===== src/rtl/u16u8_pkg.sv =====
`timescale 1ns / 1ps
// ----------------------------------------------------------------------------
// u16u8_pkg
// Shared types, constants and byte builders for the UTF-16 to UTF-8 encoder.
// ----------------------------------------------------------------------------
package u16u8_pkg;

  localparam int QUEUE_DEPTH_DEF = 2;

  localparam logic [7:0] LEAD_TWO   = 8'hC0;
  localparam logic [7:0] LEAD_THREE = 8'hE0;
  localparam logic [7:0] LEAD_FOUR  = 8'hF0;
  localparam logic [7:0] CONT_MARK  = 8'h80;
  localparam logic [5:0] HIGH_SURR  = 6'b110110;
  localparam logic [5:0] LOW_SURR   = 6'b110111;
  localparam logic [10:0] PLANE_OFS = 11'h040;

  // what the new unit turns into
  typedef enum logic [2:0] {
    KIND_ZERO,
    KIND_ONE,
    KIND_TWO,
    KIND_THREE,
    KIND_PAIR,
    KIND_NONE
  } kind_t;

  // one command per accepted word that makes bytes, expanded to bytes by the back end
  typedef struct packed {
    logic        prefix;  // three bytes of the held unit come first
    kind_t       kind;
    logic [15:0] hi;      // held high surrogate
    logic [20:0] val;     // code point for a pair, else the unit
  } cmd_t;

  function automatic logic [2:0] kind_len(input kind_t k);
    logic [2:0] n;
    unique case (k)
      KIND_ZERO:  n = 3'd1;
      KIND_ONE:   n = 3'd1;
      KIND_TWO:   n = 3'd2;
      KIND_THREE: n = 3'd3;
      KIND_PAIR:  n = 3'd4;
      default:    n = 3'd0;
    endcase
    return n;
  endfunction

  function automatic logic [2:0] cmd_len(input cmd_t c);
    return (c.prefix ? 3'd3 : 3'd0) + kind_len(c.kind);
  endfunction

  function automatic logic [7:0] three_byte(input logic [15:0] u, input logic [2:0] j);
    logic [7:0] b;
    unique case (j)
      3'd0:    b = LEAD_THREE | {4'b0, u[15:12]};
      3'd1:    b = CONT_MARK | {2'b0, u[11:6]};
      default: b = CONT_MARK | {2'b0, u[5:0]};
    endcase
    return b;
  endfunction

  function automatic logic [7:0] cmd_byte(input cmd_t c, input logic [2:0] idx);
    logic [2:0] plen;
    logic [2:0] j;
    logic [7:0] b;
    plen = c.prefix ? 3'd3 : 3'd0;
    j    = idx - plen;
    b    = 8'h00;
    if (idx < plen) begin
      b = three_byte(c.hi, idx);
    end else begin
      unique case (c.kind)
        KIND_ZERO:  b = 8'h00;
        KIND_ONE:   b = {1'b0, c.val[6:0]};
        KIND_TWO:   b = (j == 3'd0) ? (LEAD_TWO | {3'b0, c.val[10:6]})
                                    : (CONT_MARK | {2'b0, c.val[5:0]});
        KIND_THREE: b = three_byte(c.val[15:0], j);
        KIND_PAIR: begin
          unique case (j)
            3'd0:    b = LEAD_FOUR | {5'b0, c.val[20:18]};
            3'd1:    b = CONT_MARK | {2'b0, c.val[17:12]};
            3'd2:    b = CONT_MARK | {2'b0, c.val[11:6]};
            default: b = CONT_MARK | {2'b0, c.val[5:0]};
          endcase
        end
        default:    b = 8'h00;
      endcase
    end
    return b;
  endfunction

endpackage


===== src/rtl/u16u8_front.sv =====
`timescale 1ns / 1ps
// ----------------------------------------------------------------------------
// u16u8_front
// Accepts code units, tracks the held high surrogate and issues commands.
// ----------------------------------------------------------------------------
module u16u8_front (
  input  logic               clk,
  input  logic               rst_n,
  input  logic               in_valid,
  output logic               in_ready,
  input  logic [15:0]        in_code_unit,
  input  logic               q_full,
  output logic               q_push,
  output u16u8_pkg::cmd_t    q_cmd
);
  import u16u8_pkg::*;

  logic        held_valid_r, held_valid_nxt;
  logic [15:0] held_high_r, held_high_nxt;
  logic        is_high, is_low, pair, accept;
  logic [10:0] cp_upper;
  kind_t       kind;

  assign is_high  = (in_code_unit[15:10] == HIGH_SURR);
  assign is_low   = (in_code_unit[15:10] == LOW_SURR);
  assign pair     = held_valid_r && is_low;
  assign cp_upper = {1'b0, held_high_r[9:0]} + PLANE_OFS;
  assign in_ready = !q_full;
  assign accept   = in_valid && in_ready;

  always_comb begin
    priority if (pair)                    kind = KIND_PAIR;
    else if (in_code_unit == 16'h0000)    kind = KIND_ZERO;
    else if (in_code_unit[15:7] == 9'h0)  kind = KIND_ONE;
    else if (in_code_unit[15:11] == 5'h0) kind = KIND_TWO;
    else if (is_high)                     kind = KIND_NONE;
    else                                  kind = KIND_THREE;
  end

  always_comb begin
    q_cmd.prefix = held_valid_r && !pair;
    q_cmd.kind   = kind;
    q_cmd.hi     = held_high_r;
    q_cmd.val    = pair ? {cp_upper[10:0], in_code_unit[9:0]} : {5'b0, in_code_unit};
  end

  // a high surrogate with nothing held makes no bytes
  assign q_push = accept && (q_cmd.prefix || kind != KIND_NONE);

  always_comb begin
    held_valid_nxt = held_valid_r;
    held_high_nxt  = held_high_r;
    if (accept) begin
      held_valid_nxt = is_high;
      held_high_nxt  = is_high ? in_code_unit : 16'h0000;
    end
  end

  always_ff @(posedge clk) begin
    if (!rst_n) begin
      held_valid_r <= 1'b0;
      held_high_r  <= 16'h0000;
    end else begin
      held_valid_r <= held_valid_nxt;
      held_high_r  <= held_high_nxt;
    end
  end

endmodule


===== src/rtl/u16u8_queue.sv =====
`timescale 1ns / 1ps
// ----------------------------------------------------------------------------
// u16u8_queue
// Small command queue between the front and back ends.
// ----------------------------------------------------------------------------
module u16u8_queue #(
  parameter int DEPTH = u16u8_pkg::QUEUE_DEPTH_DEF
) (
  input  logic               clk,
  input  logic               rst_n,
  input  logic               push,
  input  u16u8_pkg::cmd_t    push_cmd,
  input  logic               pop,
  output u16u8_pkg::cmd_t    head_cmd,
  output logic               full,
  output logic               empty
);
  import u16u8_pkg::*;

  localparam int AW = (DEPTH > 1) ? $clog2(DEPTH) : 1;
  localparam int CW = $clog2(DEPTH + 1);

  cmd_t          mem_r [DEPTH];
  logic [AW-1:0] wr_ptr_r, wr_ptr_nxt;
  logic [AW-1:0] rd_ptr_r, rd_ptr_nxt;
  logic [CW-1:0] count_r, count_nxt;

  assign full     = (count_r == CW'(DEPTH));
  assign empty    = (count_r == '0);
  assign head_cmd = mem_r[rd_ptr_r];

  always_comb begin
    wr_ptr_nxt = wr_ptr_r;
    rd_ptr_nxt = rd_ptr_r;
    count_nxt  = count_r;
    if (push) wr_ptr_nxt = (wr_ptr_r == AW'(DEPTH - 1)) ? '0 : wr_ptr_r + 1'b1;
    if (pop)  rd_ptr_nxt = (rd_ptr_r == AW'(DEPTH - 1)) ? '0 : rd_ptr_r + 1'b1;
    if (push && !pop)      count_nxt = count_r + 1'b1;
    else if (pop && !push) count_nxt = count_r - 1'b1;
  end

  always_ff @(posedge clk) begin
    if (push) mem_r[wr_ptr_r] <= push_cmd;
  end

  always_ff @(posedge clk) begin
    if (!rst_n) begin
      wr_ptr_r <= '0;
      rd_ptr_r <= '0;
      count_r  <= '0;
    end else begin
      wr_ptr_r <= wr_ptr_nxt;
      rd_ptr_r <= rd_ptr_nxt;
      count_r  <= count_nxt;
    end
  end

endmodule


===== src/rtl/u16u8_back.sv =====
`timescale 1ns / 1ps
// ----------------------------------------------------------------------------
// u16u8_back
// Expands queued commands into UTF-8 bytes, one byte per cycle while out_ready holds and commands are queued.
// ----------------------------------------------------------------------------
module u16u8_back (
  input  logic               clk,
  input  logic               rst_n,
  input  u16u8_pkg::cmd_t    head_cmd,
  input  logic               q_empty,
  output logic               q_pop,
  output logic               out_valid,
  input  logic               out_ready,
  output logic [7:0]         out_byte,
  output logic               out_run_last,
  output logic               out_string_end
);
  import u16u8_pkg::*;

  cmd_t       cur_r, cur_nxt;
  logic       cur_valid_r, cur_valid_nxt;
  logic [2:0] idx_r, idx_nxt;
  logic       out_valid_r, out_valid_nxt;
  logic [7:0] byte_r, byte_nxt;
  logic       last_r, last_nxt;
  logic       end_r, end_nxt;
  logic       adv, is_last, take;

  assign adv     = cur_valid_r && (!out_valid_r || out_ready);
  assign is_last = (idx_r == cmd_len(cur_r) - 3'd1);
  assign take    = !cur_valid_r || (adv && is_last);
  assign q_pop   = take && !q_empty;

  always_comb begin
    cur_nxt       = cur_r;
    cur_valid_nxt = cur_valid_r;
    idx_nxt       = idx_r;
    if (q_pop) begin
      cur_nxt       = head_cmd;
      cur_valid_nxt = 1'b1;
      idx_nxt       = 3'd0;
    end else if (adv) begin
      cur_valid_nxt = !is_last;
      idx_nxt       = idx_r + 3'd1;
    end
  end

  always_comb begin
    out_valid_nxt = out_valid_r;
    byte_nxt      = byte_r;
    last_nxt      = last_r;
    end_nxt       = end_r;
    if (adv) begin
      out_valid_nxt = 1'b1;
      byte_nxt      = cmd_byte(cur_r, idx_r);
      last_nxt      = is_last;
      // the zero byte is always the final one of its command
      end_nxt       = is_last && (cur_r.kind == KIND_ZERO);
    end else if (out_ready) begin
      out_valid_nxt = 1'b0;
    end
  end

  always_ff @(posedge clk) begin
    if (!rst_n) begin
      cur_valid_r <= 1'b0;
      idx_r       <= 3'd0;
      out_valid_r <= 1'b0;
    end else begin
      cur_valid_r <= cur_valid_nxt;
      idx_r       <= idx_nxt;
      out_valid_r <= out_valid_nxt;
    end
  end

  always_ff @(posedge clk) begin
    cur_r  <= cur_nxt;
    byte_r <= byte_nxt;
    last_r <= last_nxt;
    end_r  <= end_nxt;
  end

  assign out_valid      = out_valid_r;
  assign out_byte       = byte_r;
  assign out_run_last   = last_r;
  assign out_string_end = end_r;

endmodule


===== src/rtl/utf16_to_utf8_encoder_unit.sv =====
`timescale 1ns / 1ps
// ----------------------------------------------------------------------------
// utf16_to_utf8_encoder_unit
// UTF-16 code units in, UTF-8 bytes out, with surrogate pair joining.
//
//   channel  direction  signals
//   in       input      in_valid, in_ready, in_code_unit[15:0]
//   out      output     out_valid, out_ready, out_byte[7:0], out_run_last,
//                       out_string_end
//
// one byte leaves per cycle unless stalled: a unit makes one to three bytes,
// a surrogate pair four, a broken pair up to six; the byte serialiser sets
// this rate; the front takes a word per cycle while the queue has room
// synchronous active-low reset clears the held surrogate, queue and out_valid
// a stall on out backs up through the queue to in_ready
// ----------------------------------------------------------------------------
module utf16_to_utf8_encoder_unit #(
  parameter int QUEUE_DEPTH = u16u8_pkg::QUEUE_DEPTH_DEF
) (
  input  logic        clk,
  input  logic        rst_n,
  input  logic        in_valid,
  output logic        in_ready,
  input  logic [15:0] in_code_unit,
  output logic        out_valid,
  input  logic        out_ready,
  output logic [7:0]  out_byte,
  output logic        out_run_last,
  output logic        out_string_end
);
  import u16u8_pkg::*;

  cmd_t push_cmd, head_cmd;
  logic q_push, q_pop, q_full, q_empty;

  u16u8_front u_front (
    .clk          (clk),
    .rst_n        (rst_n),
    .in_valid     (in_valid),
    .in_ready     (in_ready),
    .in_code_unit (in_code_unit),
    .q_full       (q_full),
    .q_push       (q_push),
    .q_cmd        (push_cmd)
  );

  u16u8_queue #(
    .DEPTH (QUEUE_DEPTH)
  ) u_queue (
    .clk      (clk),
    .rst_n    (rst_n),
    .push     (q_push),
    .push_cmd (push_cmd),
    .pop      (q_pop),
    .head_cmd (head_cmd),
    .full     (q_full),
    .empty    (q_empty)
  );

  u16u8_back u_back (
    .clk            (clk),
    .rst_n          (rst_n),
    .head_cmd       (head_cmd),
    .q_empty        (q_empty),
    .q_pop          (q_pop),
    .out_valid      (out_valid),
    .out_ready      (out_ready),
    .out_byte       (out_byte),
    .out_run_last   (out_run_last),
    .out_string_end (out_string_end)
  );

endmodule


===== config.mk =====
export PLATFORM = sky130hd
export DESIGN_NAME = utf16_to_utf8_encoder_unit
export DESIGN_NICKNAME = d
export VERILOG_FILES = /design/src/rtl/u16u8_pkg.sv /design/src/rtl/u16u8_front.sv /design/src/rtl/u16u8_queue.sv /design/src/rtl/u16u8_back.sv /design/src/rtl/utf16_to_utf8_encoder_unit.sv
export SDC_FILE = /design/constraint.sdc
export NUM_CORES = 1
export LEC_CHECK = 0
export BUFFER_PORTS_ARGS = -buffer_cell sky130_fd_sc_hd__buf_2
export CAP_MARGIN = 10
export CORE_ASPECT_RATIO = 1.4
export CORE_MARGIN = 10
export CORE_UTILIZATION = 51
export DETAILED_ROUTE_END_ITERATION = 6
export MAX_ROUTING_LAYER = met4
export PLACE_DENSITY = 0.68
export SLEW_MARGIN = 20
export SYNTH_ARGS = -nofsm -noshare
export SYNTH_HDL_FRONTEND = slang
export SYNTH_SLANG_ARGS = --single-unit
export TNS_END_PERCENT = 1

===== constraint.sdc =====
create_clock -name clk -period 4 [get_ports clk]
set_input_delay 0.2 -clock clk [delete_from_list [all_inputs] [get_ports clk]]
set_output_delay 0.2 -clock clk [all_outputs]
set_load 0.05 [all_outputs]

==> impl_summary.md, run 1 <==
Power and ir drop
The sequential share of power is 41.3%. For this design the ratio of total power to cell area is 816 nW/um^2. In this run, the combinational gates consume 29.8% of the power.

Internal power comes to 0.00415 W. Net switching is 33.8% of the power. For this design the static power due to leakage is 2.73 nW. The clock share of power is 28.9%. The analysis attributes to net switching a power of 0.00212 W. The maximum resistive drop on vdd is 0.392 mV.

Place
In this run the cell area measured after placement is 6940 um^2. Once detailed placement completed, the half-perimeter wirelength came to 9.10 mm. OpenSTA, run right after detailed placement, puts the worst setup slack at 0.912 ns. The placer's final routability congestion estimate is 0.994.

The number of port buffers is 31.

Worst setup path
The setup slack of the most critical reg-to-reg path is 0.88 ns. The cell seen most often among critical-path stages is sky130_fd_sc_hd__ha_1. In this run the number of cells on the critical path is 13.

The startpoint identified for the worst register-to-register timing path is u_back.cur_r[39]. The critical path goes through and2b_2 -> inv_1 -> ha_1 -> inv_1 -> ha_1 -> xnor3_1 -> xnor2_2 -> nand3_1 -> nand2_1 -> o21ai_0 -> ha_1 -> or3_1 -> a21boi_0. The type of the setup path with the least slack is flop to flop. The critical path contains buffers and inverters numbering 2 combined. The worst setup path is launched from a flop. The largest fanout on the critical path is 10. The number of cells on the worst reg-to-reg path is 13. The worst register-to-register path ends at u_queue.count_r[1].

The data required time of the critical path is 4.33 ns. The standard cell with the maximum stage delay on the critical path is sky130_fd_sc_hd__edfxtp_1. In this design, the largest share of critical-path delay is due to simple AND/OR/NAND/NOR gates. The delay of the slowest cell on the worst path is 0.51 ns.

The worst endpoint data arrival time is 3.45 ns. The critical path endpoint category is a flop.

Synthesis
The cell taking the most area after synthesis is sky130_fd_sc_hd__edfxtp_1. In the synthesized netlist the dominant register cell turns out to be sky130_fd_sc_hd__edfxtp_1. For this run, the register share of the synthesized area comes to 67.8%. Among all cell types in the netlist, the one instantiated most often is sky130_fd_sc_hd__edfxtp_1.

Yosys printed 0 warnings. When the netlist entered floorplanning its net count stood at 493. The number of synthesized register bits is 159.

In the synthesized netlist, the number of instances is 462. The synthesized area divided by synthesized cell count is 14.4 um^2. The number of enable flip-flop cells after synthesis is 133. The fraction of post-synthesis cell area in the top cell type by area is 60.0%. Ranked by instance count, the synthesized netlist is headed by sky130_fd_sc_hd__edfxtp_1, sky130_fd_sc_hd__mux2_2, sky130_fd_sc_hd__nor2_1.

In this run the cell area of the synthesized design comes to 6660 um^2. After synthesis, the cell types taking the most area are sky130_fd_sc_hd__edfxtp_1, sky130_fd_sc_hd__dfxtp_1, sky130_fd_sc_hd__mux2_2. The number of unique standard cell types used by synthesis is 53. The share of synthesized registers carrying an async set or reset is 0%.

Clock tree
The number of levels the H-tree was split into is 4. The tree is rooted in a sky130_fd_sc_hd__clkbuf_16. The clock reaches the later pin of the worst-skew pair after 0.42 ns. Clock-pin slew was measured on the worst setup and hold paths at 0.07 ns. Counting along the longest clock path gives a buffer depth of 2. The TritonCTS clock tree is built.

The clock drives 159 sinks. The number of clock buffers added by TritonCTS is 17.

STA
The hold violation total from the final report is 0. The maximum achievable frequency is 321 MHz. For the final routed database, the setup TNS stands at 0 ns.

Setup violations remaining at the end of the flow were counted as 0. Measured against its own limit, the worst slew margin works out to 26.8%. The post-layout worst setup margin is 0.883 ns. The worst hold slack is 0.0244 ns. On the final layout, the worst clock skew is 0.00941 ns. For the pin with the worst max-slew slack, the measured transition is 1.10 ns. Setup repair after global routing left no endpoint under its margin.

After layout, the worst path uses 77.9% of the clock period. The number of max-slew violations in the final report is 0. The smallest clock period supported by the final layout is computed as 3.12 ns.

Floorplan
The die is 117 um wide. During I/O placement, the number of pins put on the boundary was 32. In this run the core area contains 49 standard-cell rows.

For this configuration, the core starts out at a cell density of 52.0%. The area inside the core boundary is 12800 um^2. The full die area is 18100 um^2.

Measured along the y axis, the die boundary spans 155 um.

Min path
For hold timing, the worst endpoint is u_queue.mem_r[0][1]. The worst hold path begins at in_code_unit[1]. Counting instances, the worst hold path has a depth of 1.

The worst hold path belongs to the class primary input to flop.

Final layout
The area of all placed cells without fillers is 7680 um^2. The total inserted antenna cells is 0. The layout has 995 filler cells. Cells fill 60.0% of the core in the end. The ratio of cells with drive above 1 in the final layout is 22.6%.

The relative area change from synthesis to final layout is 15.3%. The final net count is 535. Across the whole layout, storage elements account for 4520 um^2. The multi-input gate area in the final layout is 1980 um^2.

Global routing
The via count of the first global-routing pass is 3871. The first-pass GRT wire length is 20.9 mm. Entering global routing, the biggest net connects 44 pins. The all-layer global routing usage is 15.7%. The initial antenna violation count is 0. Global routing finished with a remaining overflow of 0.

Drt
The final wirelength is 13.2 mm. In the routed design, unresolved DRC markers number 0. The first routing iteration left 200 violations. The vias after detailed routing is 3814. The detailed-router iteration count before antenna repair is 4. The post-detailed-route via-to-cell ratio is 5.69. The detail route stage leaves a number of antenna-violating nets equal to 0.

In the final routed layout, each cell accounts on average for 19.7 um.

Run
The number of maximum-capacitance constraint violations is 0.

Run status
The run finished with clean final reports.
==> registers in the layout, indices dropped and copies added, names as in the netlist <==
signal                 cells
u_queue.mem_r             82
u_queue.rd_ptr_r           1
u_back.out_string_end      1
u_back.out_run_last        1
u_queue.wr_ptr_r           1
u_front.held_high_r       16
u_front.held_valid_r       1
u_back.cur_valid_r         1
u_back.idx_r               3
u_back.out_byte            8
u_back.out_valid           1
u_back.cur_r              41
u_queue.count_r            2
==> worst max path at each step <==
stage / start / endpoint / slack, ns
after floorplan: u_queue.count_r[0] / u_queue.mem_r[0][0] / 0.19
after global placement: u_back.cur_r[39] / u_queue.count_r[1] / 1.02
after detailed placement: u_back.cur_r[39] / u_queue.count_r[1] / 0.91
after CTS: u_back.cur_r[39] / u_queue.count_r[1] / 0.89
after global routing: u_back.cur_r[39] / u_queue.count_r[1] / 0.71
final: u_back.cur_r[39] / u_queue.count_r[1] / 0.88
==> final cells by class <==
type | instances | share of cell area [%]
clock buffer | 17 | 5.54
clock inverter | 15 | 3.27
inverter | 16 | 0.782
multi-input combinational | 267 | 25.7
sequential | 159 | 58.8
tap | 153 | 2.49
timing repair buffer | 43 | 3.42
==> layer usage <==
metal	vias to the layer above	part of all wire (%)	wire [um]	GRT usage [%]
li1	1835	-	-	-
met4	0	2.2	290	6.61
met5	-	0	0	-
met2	94	51	6750	24.9
met1	1870	43	5720	18.7
met3	15	3.2	428	3.85
==> metrics by stage <==
step           total power, W  instances
2_1_floorplan         0.00399        462
3_3_place_gp          0.00447        631
3_5_place_dp          0.00448        631
4_1_cts               0.00630        670
5_1_grt               0.00657        670
6_report              0.00627        670
==> power by group through the flow <==
stage | sequential [W] | clock [W] | combinational, W
floorplan | 0.00266 | 0 | 0.00133
global placement | 0.00261 | 0 | 0.00186
detailed placement | 0.00262 | 0 | 0.00186
CTS | 0.00259 | 0.00184 | 0.00188
global route | 0.00262 | 0.00192 | 0.00203
finish | 0.00259 | 0.00181 | 0.00187
==> layout by cell type, fill, tap and decap left out, types with 5 or more instances in the layout <==
cell                            instances
sky130_fd_sc_hd__dfxtp_1               25
sky130_fd_sc_hd__nor2b_1               18
sky130_fd_sc_hd__dlygate4sd3_1          7
sky130_fd_sc_hd__xnor2_1                6
sky130_fd_sc_hd__buf_2                 31
sky130_fd_sc_hd__ha_1                  10
sky130_fd_sc_hd__bufinv_16              5
sky130_fd_sc_hd__mux2i_1                9
sky130_fd_sc_hd__edfxtp_1             133
sky130_fd_sc_hd__o21ai_0               16
sky130_fd_sc_hd__nor2_1                27
sky130_fd_sc_hd__nand2_1               17
sky130_fd_sc_hd__mux2_2                42
sky130_fd_sc_hd__a22oi_1               18
sky130_fd_sc_hd__buf_4                  5
sky130_fd_sc_hd__clkbuf_16             17
sky130_fd_sc_hd__a21oi_1               19
sky130_fd_sc_hd__o21a_1                 5
sky130_fd_sc_hd__nand3_1                9
sky130_fd_sc_hd__inv_1                 16
==> cell families (layout without fill, tap and decap cells) <==
family / count (synthesis) / after routing / synth area share (%)
compound gates: 92 / 92 / 9.15
simple gates: 101 / 101 / 7.87
flops: 159 / 159 / 67.8
buf+inv: 36 / 91 / 2.69
xor+xnor: 12 / 12 / 1.90
mux: 51 / 51 / 8.45
fa+ha+maj: 11 / 11 / 2.18
==> timing repair <==
item,CTS,global route
hold buffers,7,0
hold endpoints to repair,14,0
gates resized for setup,0,0
setup endpoints to repair,0,0
setup buffers,0,0
(Power assumes the default switching activity.)
==> inputs of run 2 (changes only) <==
--- a/config.mk
+++ b/config.mk
@@ -12,7 +12,7 @@
 export CORE_UTILIZATION = 51
 export DETAILED_ROUTE_END_ITERATION = 6
 export MAX_ROUTING_LAYER = met4
-export PLACE_DENSITY = 0.68
+export PLACE_DENSITY = 0.71
 export SLEW_MARGIN = 20
 export SYNTH_ARGS = -nofsm -noshare
 export SYNTH_HDL_FRONTEND = slang
==> constraint.sdc (replaced) <==
create_clock -name clk -period 2.8 [get_ports clk]
set_input_delay 0.14 -clock clk [delete_from_list [all_inputs] [get_ports clk]]
set_output_delay 0.14 -clock clk [all_outputs]
set_load 0.05 [all_outputs]
==> impl_summary.md, run 2 (same netlist as run 1, synthesis figures left out) <==
STA
The remaining max-slew budget at the tightest pin is 56.1% (+29 points). The hold violation total from the final report was 0 (unchanged). The total setup violations reported at the end of the flow is 0 (unchanged).

The shortest clock period the worst path allows after layout is 2.74 ns (-0.380 ns). The actual slew at the worst max-slew pin is 0.659 ns (-0.440 ns). The final worst-path cycle share is 97.7% (+20 points).

The post-layout worst setup margin is 0.0632 ns (-0.820 ns). Setup repair after global routing could not meet its margin everywhere. The final setup skew is 0.00847 ns (-0.000936 ns). The maximum achievable frequency came to 365 MHz (+14%). The number of max-slew violations in the final report is 0 (unchanged).

Final layout
The number of flip-flops in the largest register is 82 (unchanged). The largest registers in the layout are u_queue.mem_r x82, u_back.cur_r x41, u_front.held_high_r x16. The total inserted antenna cells is 0 (unchanged). The final net count is 562 (+5.0%). The sequential cell area in the final layout is 4520 um^2 (unchanged). Leaving out fill and tap cells, the most frequent cell in the layout is sky130_fd_sc_hd__edfxtp_1. The count of filler cells inserted in the layout is 914 (-8.1%). The ratio of cells with drive above 1 in the final layout came to 27.9% (+5.3 points). The multi-input gate area in the final layout is 2020 um^2 (+2.4%). The register containing the most flip-flops in the final layout is u_queue.mem_r.

The top cell types in the final layout, fill and taps aside, are sky130_fd_sc_hd__edfxtp_1, sky130_fd_sc_hd__mux2_2, sky130_fd_sc_hd__buf_2, sky130_fd_sc_hd__nor2_1, sky130_fd_sc_hd__buf_4. Compared with the post-synthesis result, the final layout area differs by 17.9%. The area of all placed cells without fillers came to 7860 um^2 (+2.2%).

Run status
The run finished with clean final reports.

Place
The number of port buffers was 31 (unchanged). The placed wire-length estimate was 9.38 mm (+3.1%). The setup slack after placement is -0.0280 ns (-0.940 ns). The placer's final routability congestion estimate is 0.896 (-9.9%). The placed standard-cell area is 7110 um^2 (+2.5%).

Min path
The startpoint identified for the worst hold timing path is in_code_unit[13]. In this run the worst hold path is classified as primary input to flop.

Worst setup path
The setup path with the least slack is of type flop to flop. The standard cell with the maximum stage delay on the critical path is sky130_fd_sc_hd__edfxtp_1. STA classifies the critical path endpoint as a flop. Walking the worst path, the cells encountered are and2b_2 -> inv_2 -> ha_4 -> inv_2 -> ha_4 -> xnor3_1 -> xnor2_2 -> nand3_1 -> nand2_1 -> o21ai_2 -> ha_2 -> xor2_2 -> or3_4 -> a21boi_2. The delay of the slowest cell on the worst path is 0.41 ns (-0.10 ns). The data required time of the critical path is 3.15 ns (-1.18 ns). The worst endpoint data arrival time is 3.09 ns (-0.36 ns). In this run the worst setup path begins at u_back.cur_r[39].

STA classifies the critical path startpoint as a flop. The startpoint identified for the worst register-to-register timing path is u_back.cur_r[39]. The largest fanout on the critical path is 2 (-8).

Clock tree
The number of levels the H-tree was split into is 4 (unchanged). The number of clock buffers inserted by TritonCTS is 17 (unchanged). The register clock-pin slew on the reported worst setup and hold paths is 0.07 ns (about the same).

The count of clock tree sinks came to 159 (unchanged). The cell sitting at the root of the clock tree is a sky130_fd_sc_hd__clkbuf_16. The TritonCTS clock tree is built. The number of buffers on the longest clock path is 2 (unchanged).

The clock latency at the later pin of the worst-skew pair came to 0.41 ns (about the same).

Drt
The post-detailed-route via-to-cell ratio is 5.67 (-0.42%). The detailed-routed wire length on met3 came to 559 um (+31%). The count of nets left with antenna violations after detail routing is 0 (unchanged). The count of unresolved DRC violations after routing is 0 (unchanged). The wire length on met2 is 6.75 mm (about the same). The vias after detailed routing is 3951 (+3.6%). The met1 layer wirelength in the final routing came to 5.60 mm (-2.1%).

The final wirelength is 13.5 mm (+2.2%). After detailed routing, no signal wire sits above met4. The detailed-router iteration count before antenna repair is 4 (unchanged). The number of DRC violations after detailed-routing iteration 0 is 222 (+11%). The wire length per cell was 19.3 um (-1.8%).

Power and ir drop
The clock share of power is 24.3% (-4.6 points). The leakage power total is 2.81 nW (+2.9%). The net load switching power is 0.00318 W (+50%). The internal power component is 0.00583 W (+41%).

The switching power as a share of total power was 35.3% (+1.5 points). The part of the total power dissipated in combinational logic is 35.5% (+5.7 points). The maximum resistive drop on vdd was 0.572 mV (+46%). The sequential share of power is 40.2% (-1.1 points). The power per unit of standard cell area is 1150 nW/um^2 (+41%).

Global routing
The pin count of the biggest net entering global routing is 42 (-4.5%). The initial antenna violation count was 0 (unchanged). The total grt overflow is 0 (unchanged). The via count of the first global-routing pass came to 3952 (+2.1%). The first-pass GRT wire length is 21.2 mm (+1.6%). The all-layer global routing usage came to 16.0% (+0.27 points).

Floorplan
The initial core utilization is 52.0% (unchanged). The area inside the core boundary came to 12800 um^2 (unchanged). The total I/O pin count is 32 (unchanged). The full die area came to 18100 um^2 (unchanged). The die height is 155 um (unchanged). The number of cell rows is 49 (unchanged). The horizontal extent of the die came to 117 um (unchanged).

Run
The number of maximum-capacitance constraint violations came to 0 (unchanged).
[run 2: cell types whose count changed in the layout (fill, tap and decap cells not counted), moves of 3 or more]
| cell | delta |
|---|---|
| sky130_fd_sc_hd__buf_4 | +21 |
| sky130_fd_sc_hd__bufinv_16 | -5 |
| sky130_fd_sc_hd__dlygate4sd3_1 | +3 |
| sky130_fd_sc_hd__ha_1 | -3 |
| sky130_fd_sc_hd__inv_1 | -4 |
| sky130_fd_sc_hd__inv_2 | +3 |
| sky130_fd_sc_hd__inv_6 | +4 |
[run 2: area by class of cell]
type                            instances  area share (%)
Multi-Input combinational cell        267            25.8
Sequential cell                       159            57.5
Inverter                               16           0.812
Timing Repair Buffer                   70            6.27
Tap cell                              153            2.44
Clock buffer                           17            5.41
Clock inverter                         15            1.82
[run 2: final timing paths]
kind                                        endpoint  slack, ns  depth (start not counted)
worst max-delay path              u_queue.count_r[1]       0.06                         14
worst min-delay path            u_queue.mem_r[0][13]       0.04                          2
worst max register to register    u_queue.count_r[1]       0.06                         14
worst min register to register  u_queue.mem_r[1][36]       0.46                          0
[run 2: power groups by stage]
| stage | logic [W] | clock network [W] | registers [W] |
|---|---|---|---|
| 2_1_floorplan | 0.00191 | 0 | 0.00378 |
| 3_3_place_gp | 0.00301 | 0 | 0.00365 |
| 3_5_place_dp | 0.00303 | 0 | 0.00367 |
| 4_1_cts | 0.00307 | 0.00223 | 0.00362 |
| 5_1_grt | 0.00350 | 0.00233 | 0.00368 |
| 6_report | 0.00320 | 0.00219 | 0.00362 |
[run 2: repair_timing]
item / CTS / global route
hold buffers: 10 / 0
pin swaps: 2 / 8
resized for setup: 1 / 15
setup buffers: 0 / 3
endpoints found under the hold margin: 20 / 0
endpoints found under the setup margin: 1 / 2
[run 2: per-layer routing]
metal	GRT usage, %	up-vias
li1	-	1896
met1	18.4	1903
met2	25.1	119
met3	3.66	33
met4	8.97	0
met5	-	-
[run 2: per-stage QoR]
stage	setup TNS, ns	total power, W	utilization, %	instances	hold WS, ns
after CTS	0	0.00892	60.7	694	0.0135
after global placement	0	0.00666	55.5	652	0.360
after global routing	-0.0512	0.00951	61.3	697	0.0240
after floorplan	-13.06	0.00570	-	462	0.239
final	0	0.00901	61.3	697	0.0359
after detailed placement	-0.0280	0.00670	55.5	652	0.362
[run 2: worst max-delay path: cells and delay by family, from the launching register on]
kind | cells | cell delay [ns]
xor+xnor | 3 | 0.59
compound gates | 2 | 0.18
simple gates | 4 | 0.85
fa+ha+maj | 3 | 0.54
buf+inv | 2 | 0.11
flops | 1 | 0.41
==> inputs of run 3 (changes only) <==
--- a/config.mk
+++ b/config.mk
@@ -11,7 +11,7 @@
 export CORE_MARGIN = 10
 export CORE_UTILIZATION = 51
 export DETAILED_ROUTE_END_ITERATION = 6
-export MAX_ROUTING_LAYER = met4
+export GPL_ROUTABILITY_DRIVEN = 0
 export PLACE_DENSITY = 0.71
 export SLEW_MARGIN = 20
 export SYNTH_ARGS = -nofsm -noshare
==> impl_summary.md, run 3 (same netlist as run 1, synthesis figures left out) <==
Worst setup path
The signal on the critical path passes through and2b_2 -> inv_1 -> ha_1 -> inv_1 -> ha_1 -> xnor3_1 -> xnor2_2 -> nand3_1 -> nand2_1 -> o21ai_2 -> ha_4 -> xor2_1 -> or3_1 -> a21boi_1. The standard cell with the maximum stage delay on the critical path is sky130_fd_sc_hd__edfxtp_1. The data required time of the critical path was 3.14 ns (about the same). The worst endpoint data arrival time was 3.06 ns (-0.03 ns). The type of the setup path with the least slack is flop to flop. In this run the worst setup path terminates at u_queue.count_r[1]. The critical path startpoint is u_back.cur_r[39]. The worst setup path is captured at a flop. The largest fanout on the critical path came to 2 (unchanged). The worst register-to-register path begins at u_back.cur_r[39]. STA classifies the critical path startpoint as a flop. The number of cells on the worst reg-to-reg path is 14 (unchanged). The setup slack of the most critical reg-to-reg path is 0.08 ns (+0.02 ns).

The delay of the slowest cell on the worst path is 0.42 ns (about the same). The endpoint of the worst-slack reg-to-reg timing path is u_queue.count_r[1].

Final layout
The ratio of cells with drive above 1 in the final layout is 25.1% (-2.8 points). In the layout the commonest cells are sky130_fd_sc_hd__edfxtp_1, sky130_fd_sc_hd__mux2_2, sky130_fd_sc_hd__buf_2, sky130_fd_sc_hd__nor2_1, sky130_fd_sc_hd__dfxtp_1. The relative area change from synthesis to final layout is 17.7%. The non-filler instance count after layout is 691 (-0.86%). The total inserted antenna cells is 0 (unchanged). Leaving out fill and tap cells, the most frequent cell in the layout is sky130_fd_sc_hd__edfxtp_1.

The final net count is 556 (-1.1%). The number of flip-flops in the largest register is 82 (unchanged). The register containing the most flip-flops in the final layout is u_queue.mem_r. The count of filler cells inserted in the layout was 924 (+1.1%). The largest registers in the layout are u_queue.mem_r x82, u_back.cur_r x41, u_front.held_high_r x16. The post-layout utilization of the core is 61.2% (-0.13 points).

Global routing
The first-pass GRT wire length is 21.7 mm (+2.6%). The initial antenna violation count is 0 (unchanged). The pin count of the biggest net entering global routing is 42 (unchanged). The total grt overflow is 0 (unchanged).

The via count of the first global-routing pass is 4200 (+6.3%). The all-layer global routing usage came to 15.7% (-0.31 points).

Clock tree
The number of clock buffers inserted by TritonCTS is 17 (unchanged). The TritonCTS clock tree is built. The register clock-pin slew on the reported worst setup and hold paths is 0.06 ns (about the same). The number of buffers on the longest clock path was 2 (unchanged). The count of clock tree sinks is 159 (unchanged). The number of levels the H-tree was split into is 4 (unchanged). The clock latency at the later pin of the worst-skew pair was 0.41 ns (about the same). The number of buffers inserted to repair setup after CTS is 0 (unchanged). The tree is rooted in a sky130_fd_sc_hd__clkbuf_16.

STA
The number of max-slew violations in the final report is 0 (unchanged). The final setup skew is 0.00897 ns (+0.000493 ns). The total setup violations reported at the end of the flow is 0 (unchanged). The worst hold slack is 0.0380 ns (+0.00205 ns). The shortest clock period the worst path allows after layout is 2.72 ns (-0.0194 ns).

The post-layout worst setup margin came to 0.0826 ns (+0.0194 ns). The maximum achievable frequency is 368 MHz (+0.71%). Setup repair after global routing could not meet its margin everywhere. The final worst-path cycle share was 97.1% (-0.69 points). The actual slew at the worst max-slew pin is 0.523 ns (-0.136 ns). The hold violation total from the final report was 0 (unchanged). The remaining max-slew budget at the tightest pin is 64.9% (+8.8 points).

Floorplan
The total I/O pin count was 32 (unchanged). The number of cell rows was 49 (unchanged). The area inside the core boundary is 12800 um^2 (unchanged). The full die area is 18100 um^2 (unchanged). The initial core utilization is 52.0% (unchanged). The horizontal extent of the die was 117 um (unchanged). The die height was 155 um (unchanged).

Drt
The vias after detailed routing is 4057 (+2.7%). The count of nets left with antenna violations after detail routing is 0 (unchanged). The count of unresolved DRC violations after routing was 0 (unchanged). The wire length per cell was 19.7 um (+2.1%). The number of DRC violations after detailed-routing iteration 0 is 213 (-4.1%). The post-detailed-route via-to-cell ratio was 5.87 (+3.6%). The detailed-router iteration count before antenna repair is 5 (+1). The final wirelength is 13.6 mm (+1.2%).

Place
The setup slack after placement is -0.0257 ns (+0.00222 ns). The number of port buffers was 31 (unchanged). The number of placed cells counting well taps is 649 (-0.46%). The placed wire-length estimate was 8.92 mm (-4.9%).

Power and ir drop
The power per unit of standard cell area is 1150 nW/um^2 (+0.53%). The post-layout total power is 0.00904 W (+0.32%). The leakage power total is 2.81 nW (about the same).

The maximum resistive drop on vdd is 0.495 mV (-13%).

Min path
In this run the worst hold path is classified as primary input to flop. The hold path startpoint is in_code_unit[13].

Run status
The run finished with clean final reports.

Run
The number of maximum-capacitance constraint violations is 0 (unchanged).
-- run 3: cell types whose count changed in the layout (fill, tap and decap cells not counted), sizes merged --
cell,delta
bufinv,+3
buf,-6
clkbuf,+3
inv,-9
clkinvlp,-2
clkinv,+5
-- run 3: metal layers --
metal / vias up / GRT usage [%] / part of all wire [%]
met4: 0 / 7.67 / 3.2
met2: 165 / 26.5 / 52
li1: 1884 / - / -
met5: - / 0 / 0
met1: 1973 / 18.1 / 40
met3: 35 / 3.58 / 5.4
-- run 3: where the power goes --
| group | switching (W) | internal, W |
|---|---|---|
| registers | 0.000246 | 0.00333 |
| clock network | 0.000925 | 0.00144 |
| logic | 0.00188 | 0.00123 |
-- run 3: worst max-delay path: cells and delay by family, from the launching register on --
kind | cells | cell delay (ns)
fa+ha+maj | 3 | 0.57
flops | 1 | 0.42
buf+inv | 2 | 0.10
simple gates | 4 | 0.77
compound gates | 2 | 0.21
xor+xnor | 3 | 0.58
-- run 3: worst min path at each step --
stage / to / cells past startpoint
2_1_floorplan: u_queue.mem_r[0][0] / 0
3_3_place_gp: u_queue.mem_r[1][5] / 1
3_5_place_dp: u_queue.mem_r[0][4] / 1
4_1_cts: u_queue.mem_r[0][13] / 2
5_1_grt: u_queue.mem_r[0][13] / 2
6_report: u_queue.mem_r[0][13] / 2
-- run 3: metrics by stage --
step / setup TNS, ns / area (um^2)
floorplan: -13.06 / 6670
global placement: 0 / 7110
detailed placement: -0.0257 / 7110
CTS: 0 / 7820
global route: -0.0500 / 7840
finish: 0 / 7840
-- run 3: cell type report --
type | instances | area [um^2] | area share, %
Clock buffer | 20 | 447 | 5.70
Clock inverter | 12 | 160 | 2.04
Inverter | 16 | 63.8 | 0.814
Multi-Input combinational cell | 267 | 1990 | 25.4
Sequential cell | 159 | 4520 | 57.6
Tap cell | 153 | 191 | 2.44
Timing Repair Buffer | 64 | 469 | 5.98
-- run 3: timing repair --
action / CTS / global route
pin swaps: 1 / 5
gates resized for setup: 1 / 5
setup endpoints to repair: 1 / 43
cloned: 0 / 0
endpoints found under the hold margin: 20 / 0
hold buffers: 10 / 0
